===== config.mk =====
export PLATFORM = sky130hd
export DESIGN_NAME = ptwt_queue
export DESIGN_NICKNAME = d
export VERILOG_FILES = /design/src/ptwt_pkg.sv /design/src/ptwt_queue.sv
export SDC_FILE = /design/constraint.sdc
export NUM_CORES = 1
export LEC_CHECK = 0
export BUFFER_PORTS_ARGS = -buffer_cell sky130_fd_sc_hd__buf_2
export CAP_MARGIN = 40
export CELL_PAD_IN_SITES_DETAIL_PLACEMENT = 1
export CELL_PAD_IN_SITES_GLOBAL_PLACEMENT = 2
export CORE_MARGIN = 2
export CORE_UTILIZATION = 38
export DETAILED_ROUTE_END_ITERATION = 10
export PLACE_DENSITY_LB_ADDON = 0.15
export REMOVE_ABC_BUFFERS = 1
export SLEW_MARGIN = 10
export SYNTH_ARGS = -nofsm -noshare
export SYNTH_HDL_FRONTEND = slang
export SYNTH_SLANG_ARGS = --single-unit

===== constraint.sdc =====
create_clock -name clock -period 5.85 [get_ports clock]
set_input_delay 1.17 -clock clock [delete_from_list [all_inputs] [get_ports clock]]
set_output_delay 1.17 -clock clock [all_outputs]
set_load 0.005 [all_outputs]

===== src/ptwt_pkg.sv =====
package ptwt_pkg;

   localparam int STORE_FRAMES      = 64;
   localparam int ENTRIES_PER_TABLE = 512;
   localparam int LEVELS            = 4;

   localparam int PAGE_SHIFT  = 12;
   localparam int INDEX_BITS  = 9;
   localparam int INDEX_MASK  = (1 << 9) - 1;
   localparam int STORE_DEPTH = STORE_FRAMES * ENTRIES_PER_TABLE;
   localparam int STORE_AW    = $clog2(STORE_DEPTH);
   localparam int LEVEL_W     = $clog2(LEVELS);

   localparam int FRAME_W      = 40;
   localparam int VA_W         = 48;
   localparam int VA_REG_W     = 49;
   localparam int WORD_W       = 64;
   localparam int WORD_INDEX_W = 15;
   localparam int PHYS_W       = 52;
   localparam int STATUS_W     = 3;
   localparam int CSR_INDEX_W  = 2;
   localparam int CSR_DATA_W   = 64;

   localparam int QUEUE_DEPTH = 2;
   localparam int QUEUE_AW    = $clog2(QUEUE_DEPTH);

   localparam int PRESENT_BIT = 0;
   localparam int USER_BIT    = 2;
   localparam int FRAME_LSB   = 12;

   localparam logic [VA_REG_W-1:0] VA_UPPER_RESET = VA_REG_W'(64'h0000_8000_0000_0000);

   localparam logic CMD_WRITE     = 1'b0;
   localparam logic CMD_TRANSLATE = 1'b1;

   localparam logic [CSR_INDEX_W-1:0] CSR_ROOT_FRAME = 2'd0;
   localparam logic [CSR_INDEX_W-1:0] CSR_VA_LOWER   = 2'd1;
   localparam logic [CSR_INDEX_W-1:0] CSR_VA_UPPER   = 2'd2;

   localparam logic [STATUS_W-1:0] STATUS_OK          = 3'd0;
   localparam logic [STATUS_W-1:0] STATUS_RANGE       = 3'd1;
   localparam logic [STATUS_W-1:0] STATUS_MID_ABSENT  = 3'd2;
   localparam logic [STATUS_W-1:0] STATUS_LEAF_ABSENT = 3'd3;
   localparam logic [STATUS_W-1:0] STATUS_USER        = 3'd4;
   localparam logic [STATUS_W-1:0] STATUS_FRAME       = 3'd5;

   localparam logic [1:0] KIND_WRITE  = 2'd0;
   localparam logic [1:0] KIND_WALK   = 2'd1;
   localparam logic [1:0] KIND_RESULT = 2'd2;

   typedef struct packed {
      logic [1:0]          kind;
      logic [STATUS_W-1:0] status;
      logic                wr_en;
      logic [STORE_AW-1:0] addr;
      logic [WORD_W-1:0]   data;
      logic [VA_W-1:0]     va;
      logic                user;
   } ptwt_op_type;

   function automatic logic [INDEX_BITS-1:0] level_index(input logic [VA_W-1:0] va,
                                                         input logic [LEVEL_W-1:0] level);
      logic [63:0] wide;
      wide = (64'(va) >> (PAGE_SHIFT + INDEX_BITS * int'(level))) & 64'(INDEX_MASK);
      return wide[INDEX_BITS-1:0];
   endfunction

   function automatic logic [STORE_AW-1:0] table_addr(input logic [FRAME_W-1:0] frame,
                                                      input logic [INDEX_BITS-1:0] idx);
      logic [FRAME_W+INDEX_BITS-1:0] full;
      full = {frame, idx};
      return full[STORE_AW-1:0];
   endfunction

   function automatic logic [STORE_AW-1:0] word_addr(input logic [WORD_INDEX_W-1:0] idx);
      logic [31:0] full;
      full = 32'(idx);
      return full[STORE_AW-1:0];
   endfunction

   function automatic logic word_in_store(input logic [WORD_INDEX_W-1:0] idx);
      return 32'(idx) < 32'(STORE_DEPTH);
   endfunction

   function automatic logic frame_in_store(input logic [FRAME_W-1:0] frame);
      return frame < FRAME_W'(STORE_FRAMES);
   endfunction

endpackage


===== src/ptwt_queue.sv =====
module ptwt_queue (
   input  logic                  clock,
   input  logic                  reset,
   input  logic                  push,
   input  ptwt_pkg::ptwt_op_type push_op,
   output logic                  full,
   input  logic                  pop,
   output ptwt_pkg::ptwt_op_type pop_op,
   output logic                  empty
);

   localparam int PTR_W = (ptwt_pkg::QUEUE_AW > 0) ? ptwt_pkg::QUEUE_AW : 1;

   ptwt_pkg::ptwt_op_type            entries_ff [ptwt_pkg::QUEUE_DEPTH];
   logic [PTR_W-1:0]                 wr_ptr_ff, wr_ptr_in;
   logic [PTR_W-1:0]                 rd_ptr_ff, rd_ptr_in;
   logic [ptwt_pkg::QUEUE_AW:0]      count_ff, count_in;
   logic                             do_push, do_pop;

   assign full    = count_ff == (ptwt_pkg::QUEUE_AW+1)'(ptwt_pkg::QUEUE_DEPTH);
   assign empty   = count_ff == '0;
   assign do_push = push & ~full;
   assign do_pop  = pop & ~empty;
   assign pop_op  = entries_ff[rd_ptr_ff];

   always_comb begin
      wr_ptr_in = wr_ptr_ff;
      rd_ptr_in = rd_ptr_ff;
      count_in  = count_ff;
      if (do_push) begin
         wr_ptr_in = (wr_ptr_ff == PTR_W'(ptwt_pkg::QUEUE_DEPTH - 1)) ? '0 : wr_ptr_ff + 1'b1;
      end
      if (do_pop) begin
         rd_ptr_in = (rd_ptr_ff == PTR_W'(ptwt_pkg::QUEUE_DEPTH - 1)) ? '0 : rd_ptr_ff + 1'b1;
      end
      case ({do_push, do_pop})
         2'b10:   count_in = count_ff + 1'b1;
         2'b01:   count_in = count_ff - 1'b1;
         default: count_in = count_ff;
      endcase
   end

   always_ff @(posedge clock) begin
      if (reset) begin
         wr_ptr_ff <= '0;
         rd_ptr_ff <= '0;
         count_ff  <= '0;
      end else begin
         wr_ptr_ff <= wr_ptr_in;
         rd_ptr_ff <= rd_ptr_in;
         count_ff  <= count_in;
      end
      if (do_push) begin
         entries_ff[wr_ptr_ff] <= push_op;
      end
   end

endmodule


==> flow_summary.toml <==
[placed_design]
place_congestion = 0.704
portBuffers = 273
place_area_sq_um = 11700
placed_cells = 1037
dp_slack_ns = 2.85
dp_hpwl_mm = 14.0

[logic_synthesis]
synth_area_leader_cell = "edfxtp_1"
muxShareOfSynthArea_pct = 15.3
synth_compound_area_share_pct = 0.279
yosysSeqAreaShare_pct = 82.5
synthTopCellsByCount = "edfxtp_1 (268), mux2_2 (134), buf_2 (8)"
synth.area.top_cells = "edfxtp_1 (82%), mux2_2 (15%), dfxtp_1 (1.0%)"
synth.avg_cell_area_sq_um = 22.3
synthDistinctLibCells = 18
synth_most_common_cell = "edfxtp_1"
synth_ff_type = "edfxtp_1"
synthAdderAreaFrac_pct = 0.127
synthCells = 443
synth_seq_cells = 273
yosys.area.top_type_share_pct = 81.5
synth-xor-area-share_pct = 0.266
ys_warn_count = 0
synth_top_family_by_area = "multiplexers"
yosys.area_share.simple_pct = 0.469
synth_edf_count = 268
async_flop_share_pct = 0
syn_area_sq_um = 9870

[detailed_routing]
vias = 5105
drc = 0
wl_per_cell_um = 19.1
first_pass_iters = 4
vias_per_cell = 4.68
postRouteAntennaNets = 0
drt-initial-drc-count = 246
drt_wl_total_mm = 20.8

[worst_setup_path]
rr_endpoint = "entries_ff[0][27]"
path_buf_inv = 2
cp-start-kind = "register"
rr_worst_depth = 5
worstSetupEndpointType = "output pin"
crit_type = "reg -> out"
endpoint = "pop_op[131]"
worst_path_max_delay_cell = "dfxtp_4"
arrival_ns = 2.05
reg2reg_slack_ns = 3.59
crit_family = "flip-flops"
cp.required_ns = 4.68
max_stage_delay_ns = 0.57
rr_startpoint = "count_ff[0]"
path_cells = "buf_12 > mux2_2 > buf_2"
cp.depth = 3
crit_path_max_fanout = 66

[final_layout]
fin_util_pct = 49.7
drive_gt1_share_pct = 60.6
final_cells = 1090
multi_input_area_sq_um = 1630
area_growth_pct = 27.5
nets = 877
n_fill_cell = 2400
regArea_sq_um = 8150
fin_area_sq_um = 12600

[timing]
fin_skew_ns = 0.00984
layout_setup_ws_ns = 2.63
report.final.hold_viol_count = 0
setup_violations = 0
worst_slew_pin_slew_ns = 0.537
fin_tns_setup_ns = 0
slew_viol_final = 0
fmax_mhz = 310
hold-worst-slack_ns = 0.513
fin_crit_ns = 3.22
layout_worst_path_cycle_share_pct = 55.1
maxSlewHeadroom_pct = 64.2
rsz0062_at_grt = "no"

[hold_path]
min_path_type = "reg -> reg"

[floorplan]
die_width_um = 165
start_util_pct = 39.0
die-area_sq_um = 27300
rows = 58
dieHeight_um = 165
io_pins = 274
coreArea_sq_um = 25300

[pwr]
p_leak_nw = 4.66
design_power_total_mw = 5.51
peakVddDrop_uv = 251
p_per_area_nw_per_um2 = 438

[clocking]
path_clk_slew_ns = 0.06
insertion_delay_ns = 0.54
cts_root_buf = "clkbuf_16"
cts_buffers = 29
hold_buffers = 0
cts_resized = 0
cts_htree_levels = 1
cts_tree = "yes"
cts_max_path_buffers = 3
clock-sinks = 273
postCtsSetupRepairBufs = 0

[grt]
grt_max_degree = 76
grt_overflow = 0
grt_pass1_wl_mm = 31.0
grt_pass1_vias = 5565
grt_usage_pct = 14.9
antenna_found_initial = 5

[outcome]
status = "finished, final reports clean"

[job]
maxCapViolations = 0
## power by group
part	internal (mW)	total [mW]	switching, mW	leakage [nW]
Sequential	2.47	2.56	0.0888	2.55
Clock	0.992	1.70	0.705	0.431
Combinational	0.643	1.26	0.613	1.68
Total	4.10	5.51	1.41	4.66
## cells by family (layout without fill, tap and decap cells)
| group | count (synthesis) | after routing |
|---|---|---|
| other | 0 | 2 |
| flip-flops | 273 | 273 |
| AND/OR/NAND/NOR | 9 | 9 |
| multiplexers | 134 | 134 |
| XOR/XNOR | 3 | 3 |
| buffers and inverters | 18 | 333 |
| AO/OA/AOI/OAI | 5 | 5 |
| adder cells (fa/ha/maj) | 1 | 1 |
## worst min-delay path by stage
stage	startpoint	end	depth (start not counted)
CTS	wr_ptr_ff	wr_ptr_ff	2
global placement	wr_ptr_ff	wr_ptr_ff	2
detailed placement	wr_ptr_ff	wr_ptr_ff	2
finish	wr_ptr_ff	wr_ptr_ff	2
floorplan	wr_ptr_ff	wr_ptr_ff	2
global route	wr_ptr_ff	wr_ptr_ff	2
## cells in the final DEF, fill, tap and decap left out, types with 2 or more instances in the layout
cell type,instances
buf_2,273
edfxtp_1,268
mux2_2,134
clkbuf_16,29
clkinv_2,7
clkbuf_1,6
nor2_1,4
clkinv_1,4
dfxtp_1,4
buf_16,3
diode_2,2
or3_1,2
inv_6,2
xnor2_1,2
o21ai_0,2
a21oi_1,2
clkinvlp_4,2
bufinv_16,2
buf_12,2
## flip-flops by register name, summed over array words and instances, names as in the netlist, named ones only
register,cells
rd_ptr_ff,1
entries_ff,268
wr_ptr_ff,1
count_ff,2
## routing by layer
| metal | wire (um) | track usage, % | share of wire (%) | up-vias |
|---|---|---|---|---|
| met3 | 1790 | 4.47 | 8.6 | 30 |
| met2 | 10600 | 25.9 | 51 | 184 |
| met4 | 466 | 4.51 | 2.2 | 2 |
| met5 | 13 | 0 | 0.062 | - |
| met1 | 7940 | 17.8 | 38 | 2528 |
| li1 | - | - | - | 2361 |
## tightest hold or removal path, delay by kind of cell (launching register included)
family             cells  cell delay [ns]
DFF                    1             0.32
AOI/OAI and AO/OA      2             0.15
## final cells by class
cell class	instances	share of cell area [%]
repair buffers	279	11.9
well taps	330	3.28
clock inverters	16	1.06
inverters	3	0.129
flip-flops and latches	273	64.7
diodes	2	0.0397
clock buffers	35	5.94
multi-input cells	152	12.9
Power figures use the tool's default switching activity.
