File: src/ptwt_pkg.sv
package ptwt_pkg;

   localparam int STORE_FRAMES      = 64;
   localparam int ENTRIES_PER_TABLE = 512;
   localparam int LEVELS            = 4;

   localparam int PAGE_SHIFT  = 12;
   localparam int INDEX_BITS  = 9;
   localparam int INDEX_MASK  = (1 << 9) - 1;
   localparam int STORE_DEPTH = STORE_FRAMES * ENTRIES_PER_TABLE;
   localparam int STORE_AW    = $clog2(STORE_DEPTH);
   localparam int LEVEL_W     = $clog2(LEVELS);

   localparam int FRAME_W      = 40;
   localparam int VA_W         = 48;
   localparam int VA_REG_W     = 49;
   localparam int WORD_W       = 64;
   localparam int WORD_INDEX_W = 15;
   localparam int PHYS_W       = 52;
   localparam int STATUS_W     = 3;
   localparam int CSR_INDEX_W  = 2;
   localparam int CSR_DATA_W   = 64;

   localparam int QUEUE_DEPTH = 2;
   localparam int QUEUE_AW    = $clog2(QUEUE_DEPTH);

   localparam int PRESENT_BIT = 0;
   localparam int USER_BIT    = 2;
   localparam int FRAME_LSB   = 12;

   localparam logic [VA_REG_W-1:0] VA_UPPER_RESET = VA_REG_W'(64'h0000_8000_0000_0000);

   localparam logic CMD_WRITE     = 1'b0;
   localparam logic CMD_TRANSLATE = 1'b1;

   localparam logic [CSR_INDEX_W-1:0] CSR_ROOT_FRAME = 2'd0;
   localparam logic [CSR_INDEX_W-1:0] CSR_VA_LOWER   = 2'd1;
   localparam logic [CSR_INDEX_W-1:0] CSR_VA_UPPER   = 2'd2;

   localparam logic [STATUS_W-1:0] STATUS_OK          = 3'd0;
   localparam logic [STATUS_W-1:0] STATUS_RANGE       = 3'd1;
   localparam logic [STATUS_W-1:0] STATUS_MID_ABSENT  = 3'd2;
   localparam logic [STATUS_W-1:0] STATUS_LEAF_ABSENT = 3'd3;
   localparam logic [STATUS_W-1:0] STATUS_USER        = 3'd4;
   localparam logic [STATUS_W-1:0] STATUS_FRAME       = 3'd5;

   localparam logic [1:0] KIND_WRITE  = 2'd0;
   localparam logic [1:0] KIND_WALK   = 2'd1;
   localparam logic [1:0] KIND_RESULT = 2'd2;

   typedef struct packed {
      logic [1:0]          kind;
      logic [STATUS_W-1:0] status;
      logic                wr_en;
      logic [STORE_AW-1:0] addr;
      logic [WORD_W-1:0]   data;
      logic [VA_W-1:0]     va;
      logic                user;
   } ptwt_op_type;

   function automatic logic [INDEX_BITS-1:0] level_index(input logic [VA_W-1:0] va,
                                                         input logic [LEVEL_W-1:0] level);
      logic [63:0] wide;
      wide = (64'(va) >> (PAGE_SHIFT + INDEX_BITS * int'(level))) & 64'(INDEX_MASK);
      return wide[INDEX_BITS-1:0];
   endfunction

   function automatic logic [STORE_AW-1:0] table_addr(input logic [FRAME_W-1:0] frame,
                                                      input logic [INDEX_BITS-1:0] idx);
      logic [FRAME_W+INDEX_BITS-1:0] full;
      full = {frame, idx};
      return full[STORE_AW-1:0];
   endfunction

   function automatic logic [STORE_AW-1:0] word_addr(input logic [WORD_INDEX_W-1:0] idx);
      logic [31:0] full;
      full = 32'(idx);
      return full[STORE_AW-1:0];
   endfunction

   function automatic logic word_in_store(input logic [WORD_INDEX_W-1:0] idx);
      return 32'(idx) < 32'(STORE_DEPTH);
   endfunction

   function automatic logic frame_in_store(input logic [FRAME_W-1:0] frame);
      return frame < FRAME_W'(STORE_FRAMES);
   endfunction

endpackage

File: src/ptwt_front.sv
module ptwt_front (
   input  logic                                   clock,
   input  logic                                   reset,
   input  logic                                   req_push,
   output logic                                   req_full,
   input  logic                                   req_cmd,
   input  logic [ptwt_pkg::WORD_INDEX_W-1:0]      req_word_index,
   input  logic [ptwt_pkg::WORD_W-1:0]            req_word_value,
   input  logic [ptwt_pkg::VA_W-1:0]              req_virt_addr,
   input  logic                                   req_user_mode,
   input  logic                                   csr_valid,
   output logic                                   csr_ready,
   input  logic [ptwt_pkg::CSR_INDEX_W-1:0]       csr_index,
   input  logic [ptwt_pkg::CSR_DATA_W-1:0]        csr_wdata,
   input  logic                                   clear_busy,
   input  logic                                   q_full,
   output logic                                   q_push,
   output ptwt_pkg::ptwt_op_type                  q_op
);

   logic [ptwt_pkg::FRAME_W-1:0]  root_frame_ff, root_frame_in;
   logic [ptwt_pkg::VA_REG_W-1:0] va_lower_ff, va_lower_in;
   logic [ptwt_pkg::VA_REG_W-1:0] va_upper_ff, va_upper_in;
   logic                          valid_ff, valid_in;
   ptwt_pkg::ptwt_op_type         op_ff, op_in, classified;
   logic                          accept;
   logic                          out_of_range;

   assign csr_ready = 1'b1;
   assign req_full  = clear_busy | (valid_ff & q_full);
   assign accept    = req_push & ~req_full;
   assign q_push    = valid_ff;
   assign q_op      = op_ff;

   always_comb begin
      root_frame_in = root_frame_ff;
      va_lower_in   = va_lower_ff;
      va_upper_in   = va_upper_ff;
      if (csr_valid) begin
         case (csr_index)
            ptwt_pkg::CSR_ROOT_FRAME: root_frame_in = csr_wdata[ptwt_pkg::FRAME_W-1:0];
            ptwt_pkg::CSR_VA_LOWER:   va_lower_in   = csr_wdata[ptwt_pkg::VA_REG_W-1:0];
            ptwt_pkg::CSR_VA_UPPER:   va_upper_in   = csr_wdata[ptwt_pkg::VA_REG_W-1:0];
            default: ;
         endcase
      end
   end

   always_comb begin
      out_of_range = ({1'b0, req_virt_addr} >= va_upper_ff) ||
                     ({1'b0, req_virt_addr} < va_lower_ff);
      classified        = '0;
      classified.data   = req_word_value;
      classified.va     = req_virt_addr;
      classified.user   = req_user_mode;
      classified.status = ptwt_pkg::STATUS_OK;
      if (req_cmd == ptwt_pkg::CMD_WRITE) begin
         classified.kind  = ptwt_pkg::KIND_WRITE;
         classified.wr_en = ptwt_pkg::word_in_store(req_word_index);
         classified.addr  = ptwt_pkg::word_addr(req_word_index);
      end else if (out_of_range) begin
         classified.kind   = ptwt_pkg::KIND_RESULT;
         classified.status = ptwt_pkg::STATUS_RANGE;
      end else if (!ptwt_pkg::frame_in_store(root_frame_ff)) begin
         classified.kind   = ptwt_pkg::KIND_RESULT;
         classified.status = ptwt_pkg::STATUS_FRAME;
      end else begin
         classified.kind = ptwt_pkg::KIND_WALK;
         classified.addr = ptwt_pkg::table_addr(root_frame_ff,
                              ptwt_pkg::level_index(req_virt_addr,
                                 ptwt_pkg::LEVEL_W'(ptwt_pkg::LEVELS - 1)));
      end
   end

   always_comb begin
      valid_in = accept | (valid_ff & q_full);
      op_in    = accept ? classified : op_ff;
   end

   always_ff @(posedge clock) begin
      if (reset) begin
         root_frame_ff <= '0;
         va_lower_ff   <= '0;
         va_upper_ff   <= ptwt_pkg::VA_UPPER_RESET;
         valid_ff      <= 1'b0;
      end else begin
         root_frame_ff <= root_frame_in;
         va_lower_ff   <= va_lower_in;
         va_upper_ff   <= va_upper_in;
         valid_ff      <= valid_in;
      end
      op_ff <= op_in;
   end

endmodule

File: config.mk
export PLATFORM = sky130hd
export DESIGN_NAME = ptwt_front
export DESIGN_NICKNAME = d
export VERILOG_FILES = /design/src/ptwt_pkg.sv /design/src/ptwt_front.sv
export SDC_FILE = /design/constraint.sdc
export NUM_CORES = 1
export LEC_CHECK = 0
export ABC_AREA = 0
export BUFFER_PORTS_ARGS = -buffer_cell sky130_fd_sc_hd__buf_4
export CAP_MARGIN = 20
export CORE_ASPECT_RATIO = 1.75
export CORE_MARGIN = 3
export CORE_UTILIZATION = 30
export CTS_CLUSTER_SIZE = 20
export DETAILED_ROUTE_END_ITERATION = 12
export PLACE_DENSITY_LB_ADDON = 0.25
export SLEW_MARGIN = 20
export SYNTH_ARGS = -nofsm -noshare
export SYNTH_HDL_FRONTEND = slang
export SYNTH_SLANG_ARGS = --single-unit
File: constraint.sdc
create_clock -name clock -period 4.4 [get_ports clock]
set_clock_uncertainty 0.1 [all_clocks]
set_input_delay 0.66 -clock clock [delete_from_list [all_inputs] [get_ports clock]]
set_output_delay 0.66 -clock clock [all_outputs]
set_load 0.05 [all_outputs]
==> run_results.csv, run 1 <==
group,metric,value,unit
global_routing,overflow,0,
global_routing,antenna_found_initial,2,
layout,nNetsFinal,1763,
worst_setup_path,cp.required,4.58,ns
global_routing,grt_max_degree,71,
placed_design,dp_hpwl,24500,µm
sta,fin_crit_sh,66.6,%
worst_setup_path,cpMostUsedCell,"buf_4",
placed_design,place.gp.congestion,0.772,
layout,drive_gt1_share,27.1,%
global_routing,grt_pass1_vias,9343,
layout,nFillCells,3791,
synthesis,yosys-top-cells-area,"edfxtp_1 34%, dfxtp_1 24%, nand2_1 10%",
pwr,p_per_area,389,nW/µm²
worst_setup_path,worstPathMaxFanout,18,
synthesis,yosysSeqAreaShare,58.2,%
sta,slew_headroom,36.8,%
synthesis,synth.cell_area,11600,µm²
clocking,cts_resized,0,
die,initial_core_util,30.6,%
die,rows,94,
routing,remaining_drc_errors,0,
sta,worst_pin_slew,0.949,ns
clocking,cts-buffers-inserted,28,
synthesis,syn_avg_cell_area,10.0,µm²
die,die_w,155,µm
pwr,ir_drop,0.224,mV
synthesis,synth_edf_count,132,
layout,final_util,40.8,%
worst_setup_path,arrival,3.11,ns
synthesis,yosysWarnings,0,
worst_setup_path,crit_chain,"inv_1, ha_1, nand4b_1, nor4_1, nand2_1, a211oi_1, buf_4, nor3_2, buf_4, nand4_1, o31ai_1",
layout,final_cell_mix,"333 x buf_4, 319 x nand2_1, 175 x a21oi_1, 139 x dfxtp_1, 132 x edfxtp_1",
clocking,post_cts_buffers,0,
clocking,clk_pin_slew,0.06,ns
sta,tns,0,ns
outcome,status,"complete, no violations",
sta,finalMaxSlewViolations,0,
worst_setup_path,slowest_delay,0.43,ns
sta,holdWs,0.190,ns
synthesis,synthFlopType,"dfxtp_1",
sta,period_needed,2.93,ns
clocking,cts_tree,"built",
pwr,p_leak,5.95,nW
routing,viasPerCell,4.68,
clocking,clock_sinks,271,
clocking,htree_levels,1,
worst_setup_path,path_class,"reg2reg",
synthesis,synth_cell_type_count,47,
global_routing,grtUsageTotal,15.3,%
routing,vias,9227,
worst_setup_path,crit_path_start_kind,"register",
synthesis,syn_inst,1159,
worst_setup_path,crit_slowest_cell,"a211oi_1",
routing,firstDrtPassIters,4,
sta,rsz0062_at_grt,"false",
die,die_h,266,µm
layout,final_common_cell,"buf_4",
worst_setup_path,worstSetupEndpointType,"register",
clocking,root_buffer,"clkbuf_16",
layout,syn_to_final_growth,33.1,%
die,die-area,41200,µm²
synthesis,synth_seq_cells,271,
placed_design,io_buffers,320,
synthesis,synth_area_leader_cell,"edfxtp_1",
sta,hold_viol,0,
job,drv_cap,0,
synthesis,synthArstFlopShare,0,%
clocking,cts_buffer_depth,3,
routing,routed_wirelength,33000,µm
synthesis,yosysTopAreaCellShare,34.2,%
pwr,p_total,6.01,mW
routing,wl_per_cell,16.7,µm
die,core,37900,µm²
hold_path,hold_class,"in2reg",
clocking,cts_hold_buffers,0,
routing,drt_iter0_drc,364,
sta,setup-violations-final,0,
clocking,clk_latency,0.54,ns
die,top_level_ports,338,
sta,fmax,341,MHz
routing,postRouteAntennaNets,0,
synthesis,synth_nets,1455,
global_routing,grt_pass1_wl,49900,µm
## per-stage QoR
stage	setup slack (ns)	cells	cell area, µm²
4_1_cts	1.26	1969	15400
3_5_place_dp	0.813	1917	14500
6_report	1.47	1972	15400
5_1_grt	1.24	1970	15400
3_3_place_gp	0.773	1917	14500
2_1_floorplan	1.39	1159	11600
## state kept, by name (all words and copies together) (netlist names)
register / cells
q_op: 132
q_push: 1
root_frame_ff: 40
va_lower_ff: 49
va_upper_ff: 49
## synthesized netlist by cell type, types with 2 or more instances
master / count
nor3_1: 3
nand4b_1: 2
inv_1: 99
and4_1: 2
a21o_1: 4
nor3b_1: 2
buf_4: 3
nand3_1: 11
clkbuf_1: 47
o31ai_1: 7
o22ai_1: 2
o21ai_0: 17
edfxtp_1: 132
o31ai_2: 9
nor3_2: 2
nor4_1: 11
a21oi_1: 175
conb_1: 2
a31oi_1: 2
ha_1: 95
o31a_2: 2
a211oi_1: 4
and4_2: 3
buf_1: 3
dfxtp_1: 139
buf_2: 2
nor2_1: 13
nand2_1: 319
nand4_1: 26
a221oi_1: 4
## logic make-up after synthesis
family	share of synthesized area, %
flip-flops	58.2
other	0.0647
AND/OR/NAND/NOR	14.8
AO/OA/AOI/OAI	11.3
buffers and inverters	5.40
adder cells (fa/ha/maj)	10.2
## worst max-delay path, delay by kind of cell, from the launching register on
family,cells,cell delay [ns]
AOI/OAI and AO/OA,2,0.52
adders and majority gates,1,0.28
buffers and inverters,3,0.45
DFF,1,0.33
and+or+nand+nor,5,0.99
## routing by layer
| metal | up-vias | global-route usage [%] | share of wire (%) |
|---|---|---|---|
| li1 | 4591 | - | - |
| met5 | - | 0 | 0 |
| met2 | 288 | 29.8 | 54 |
| met4 | 0 | 5.85 | 3.3 |
| met1 | 4289 | 16.3 | 37 |
| met3 | 59 | 2.37 | 6.0 |
## where the power goes
part	switching [mW]	total (mW)	leakage (nW)	internal [mW]
logic	0.526	0.831	3.16	0.305
clock network	1.01	2.39	0.419	1.38
registers	0.0347	2.79	2.37	2.75
total	1.57	6.01	5.95	4.44
## worst paths after layout
kind              cells after the start                from             end  slack, ns
setup reg to reg                     11     va_upper_ff[46]       q_op[115]       1.47
hold / removal                        1  req_word_value[31]        q_op[80]       0.19
hold reg to reg                       2      va_lower_ff[5]  va_lower_ff[5]       0.35
setup / recovery                     11     va_upper_ff[46]       q_op[115]       1.47
## cell type report
| class | count | area, µm² | area share [%] |
|---|---|---|---|
| multi-input combinational | 731 | 4250 | 27.5 |
| sequential | 271 | 6750 | 43.7 |
| clock inverter | 19 | 189 | 1.22 |
| timing repair buffer | 335 | 2540 | 16.4 |
| tap | 480 | 601 | 3.89 |
| inverter | 100 | 375 | 2.43 |
| antenna | 3 | 7.51 | 0.0486 |
| clock buffer | 33 | 741 | 4.80 |
Note: power is estimated with default switching activity, not from simulation.
==> run 2: changes to the inputs <==
clock period = 2.97 ns   (was 4.4 ns; I/O delays follow)
==> run_results.csv, run 2 (synthesis results as in run 1) <==
group,metric,value,unit
routing,postRouteAntennaNets,0,
layout,nNetsFinal,1901,
layout,multiInputGateArea,4260,µm²
pwr,p_total,9.23,mW
sta,finalMaxSlewViolations,0,
routing,remaining_drc_errors,0,
worst_setup_path,cp_top_family,"buffers and inverters",
routing,vias,9764,
placed_design,preCtsSetupSlack,-0.638,ns
worst_setup_path,path_class,"in2reg",
worst_setup_path,cpMostUsedCell,"buf_4",
worst_setup_path,slowest_delay,0.54,ns
worst_setup_path,crit_slowest_cell,"dlygate4sd3_1",
worst_setup_path,arrival,3.06,ns
global_routing,grt_pass1_wl,55000,µm
worst_setup_path,critical_path_buf_inv_count,6,
clocking,cts-buffers-inserted,27,
placed_design,place.gp.congestion,0.793,
die,die_w,155,µm
layout,largest_reg_flops,132,
worst_setup_path,crit_path_start_kind,"primary input",
layout,final_cell_mix,"371 x buf_4, 319 x nand2_1, 175 x a21oi_1, 139 x dfxtp_1, 132 x edfxtp_1",
die,initial_core_util,30.6,%
pwr,p_leak,6.61,nW
die,top_level_ports,338,
layout,post-route-cell-area,16800,µm²
sta,fin_crit_sh,96.4,%
layout,final_util,44.4,%
global_routing,overflow,0,
layout,seq_area,6750,µm²
clocking,root_buffer,"clkbuf_16",
pwr,p_per_area,549,nW/µm²
layout,drive_gt1_share,27.6,%
pwr,ir_drop,0.301,mV
job,drv_cap,0,
global_routing,grtUsageTotal,16.8,%
global_routing,antenna_found_initial,1,
hold_path,hold_class,"in2reg",
global_routing,grt_pass1_vias,10100,
clocking,clk_latency,0.54,ns
worst_setup_path,crit_chain,"dlygate4sd3_1, buf_4, ha_1, nand4_1, inv_1, a221oi_1, buf_4, and4b_1, buf_6, o41a_1, buf_12, o31a_2",
placed_design,dpl.cell_count,1959,
layout,syn_to_final_growth,45.0,%
die,core,37900,µm²
sta,hold_viol,0,
routing,viasPerCell,4.64,
die,die_h,266,µm
layout,final_cells,2106,
routing,firstDrtPassIters,4,
worst_setup_path,cp.required,3.16,ns
layout,final_common_cell,"buf_4",
die,rows,94,
outcome,status,"complete, no violations",
worst_setup_path,worstPathMaxFanout,18,
sta,setup_ws,0.108,ns
layout,nFillCells,3637,
routing,routed_wirelength,35800,µm
sta,period_needed,2.86,ns
clocking,clock_sinks,271,
sta,setup-violations-final,0,
clocking,cts_tree,"built",
worst_setup_path,worstSetupEndpointType,"register",
routing,wl_per_cell,17.0,µm
global_routing,grt_max_degree,72,
clocking,clk_pin_slew,0.06,ns
clocking,htree_levels,1,
routing,drt_iter0_drc,319,
sta,fmax,349,MHz
sta,worst_pin_slew,0.965,ns
sta,rsz0062_at_grt,"false",
placed_design,place_area,14900,µm²
clocking,cts_buffer_depth,3,
placed_design,dp_hpwl,26000,µm
placed_design,io_buffers,320,
sta,slew_headroom,35.6,%
die,die-area,41200,µm²
run 2: cell count changes in the layout (fill, tap and decap cells not counted), sizes merged:
cell,before,now
diode,3,1
dlygate4sd3,0,95
clkinv,6,9
clkbuf,33,29
clkinvlp,11,6
buf,335,379
bufinv,3,6
run 2: path summary, 6_finish.rpt:
kind                     to  cells after the start         startpoint  slack [ns]
max reg2reg       q_op[133]                     11    va_lower_ff[18]        0.14
min                  q_push                      3             q_full        0.04
min reg2reg  va_lower_ff[8]                      2     va_lower_ff[8]        0.35
max               q_op[133]                     12  req_virt_addr[21]        0.11
run 2: layer usage:
metal | vias to the layer above | part of all wire [%] | global-route usage, %
li1 | 4861 | - | -
met1 | 4576 | 36 | 17.4
met2 | 273 | 56 | 34.1
met3 | 54 | 5.2 | 2.57
met4 | 0 | 2.6 | 4.95
met5 | - | 0 | 0
run 2: per-stage QoR:
stage                     hold WS, ns  setup TNS, ns
after floorplan                 0.336              0
after global placement          0.341          -9.28
after detailed placement        0.347          -9.51
after CTS                     0.00603              0
after global routing           0.0349              0
final                          0.0449              0
run 2: layout make-up:
cell class	count	area share, %
diodes	1	0.0149
clock inverters	20	1.56
inverters	100	2.23
well taps	480	3.57
repair buffers	474	23.1
flip-flops and latches	271	40.1
multi-input cells	731	25.3
clock buffers	29	4.06
run 2: where the power goes:
part	switching (mW)	internal, mW
clock	1.49	2.19
combinational	0.831	0.588
sequential	0.0544	4.08
total	2.38	6.85
run 2: repair_timing:
action                                  CTS  global route
gates cloned                              0             0
hold buffers                             95             0
endpoints found under the setup margin   18            18
buffers inserted                          2             0
hold endpoints to repair                 95             0
pin swaps                                 1             2
gates resized for setup                   1             5
run 2: tightest hold or removal path: cells and delay by family:
kind	cells	cell delay, ns
AO/OA/AOI/OAI	1	0.05
buffers and inverters	1	0.09
AND/OR/NAND/NOR	1	0.07
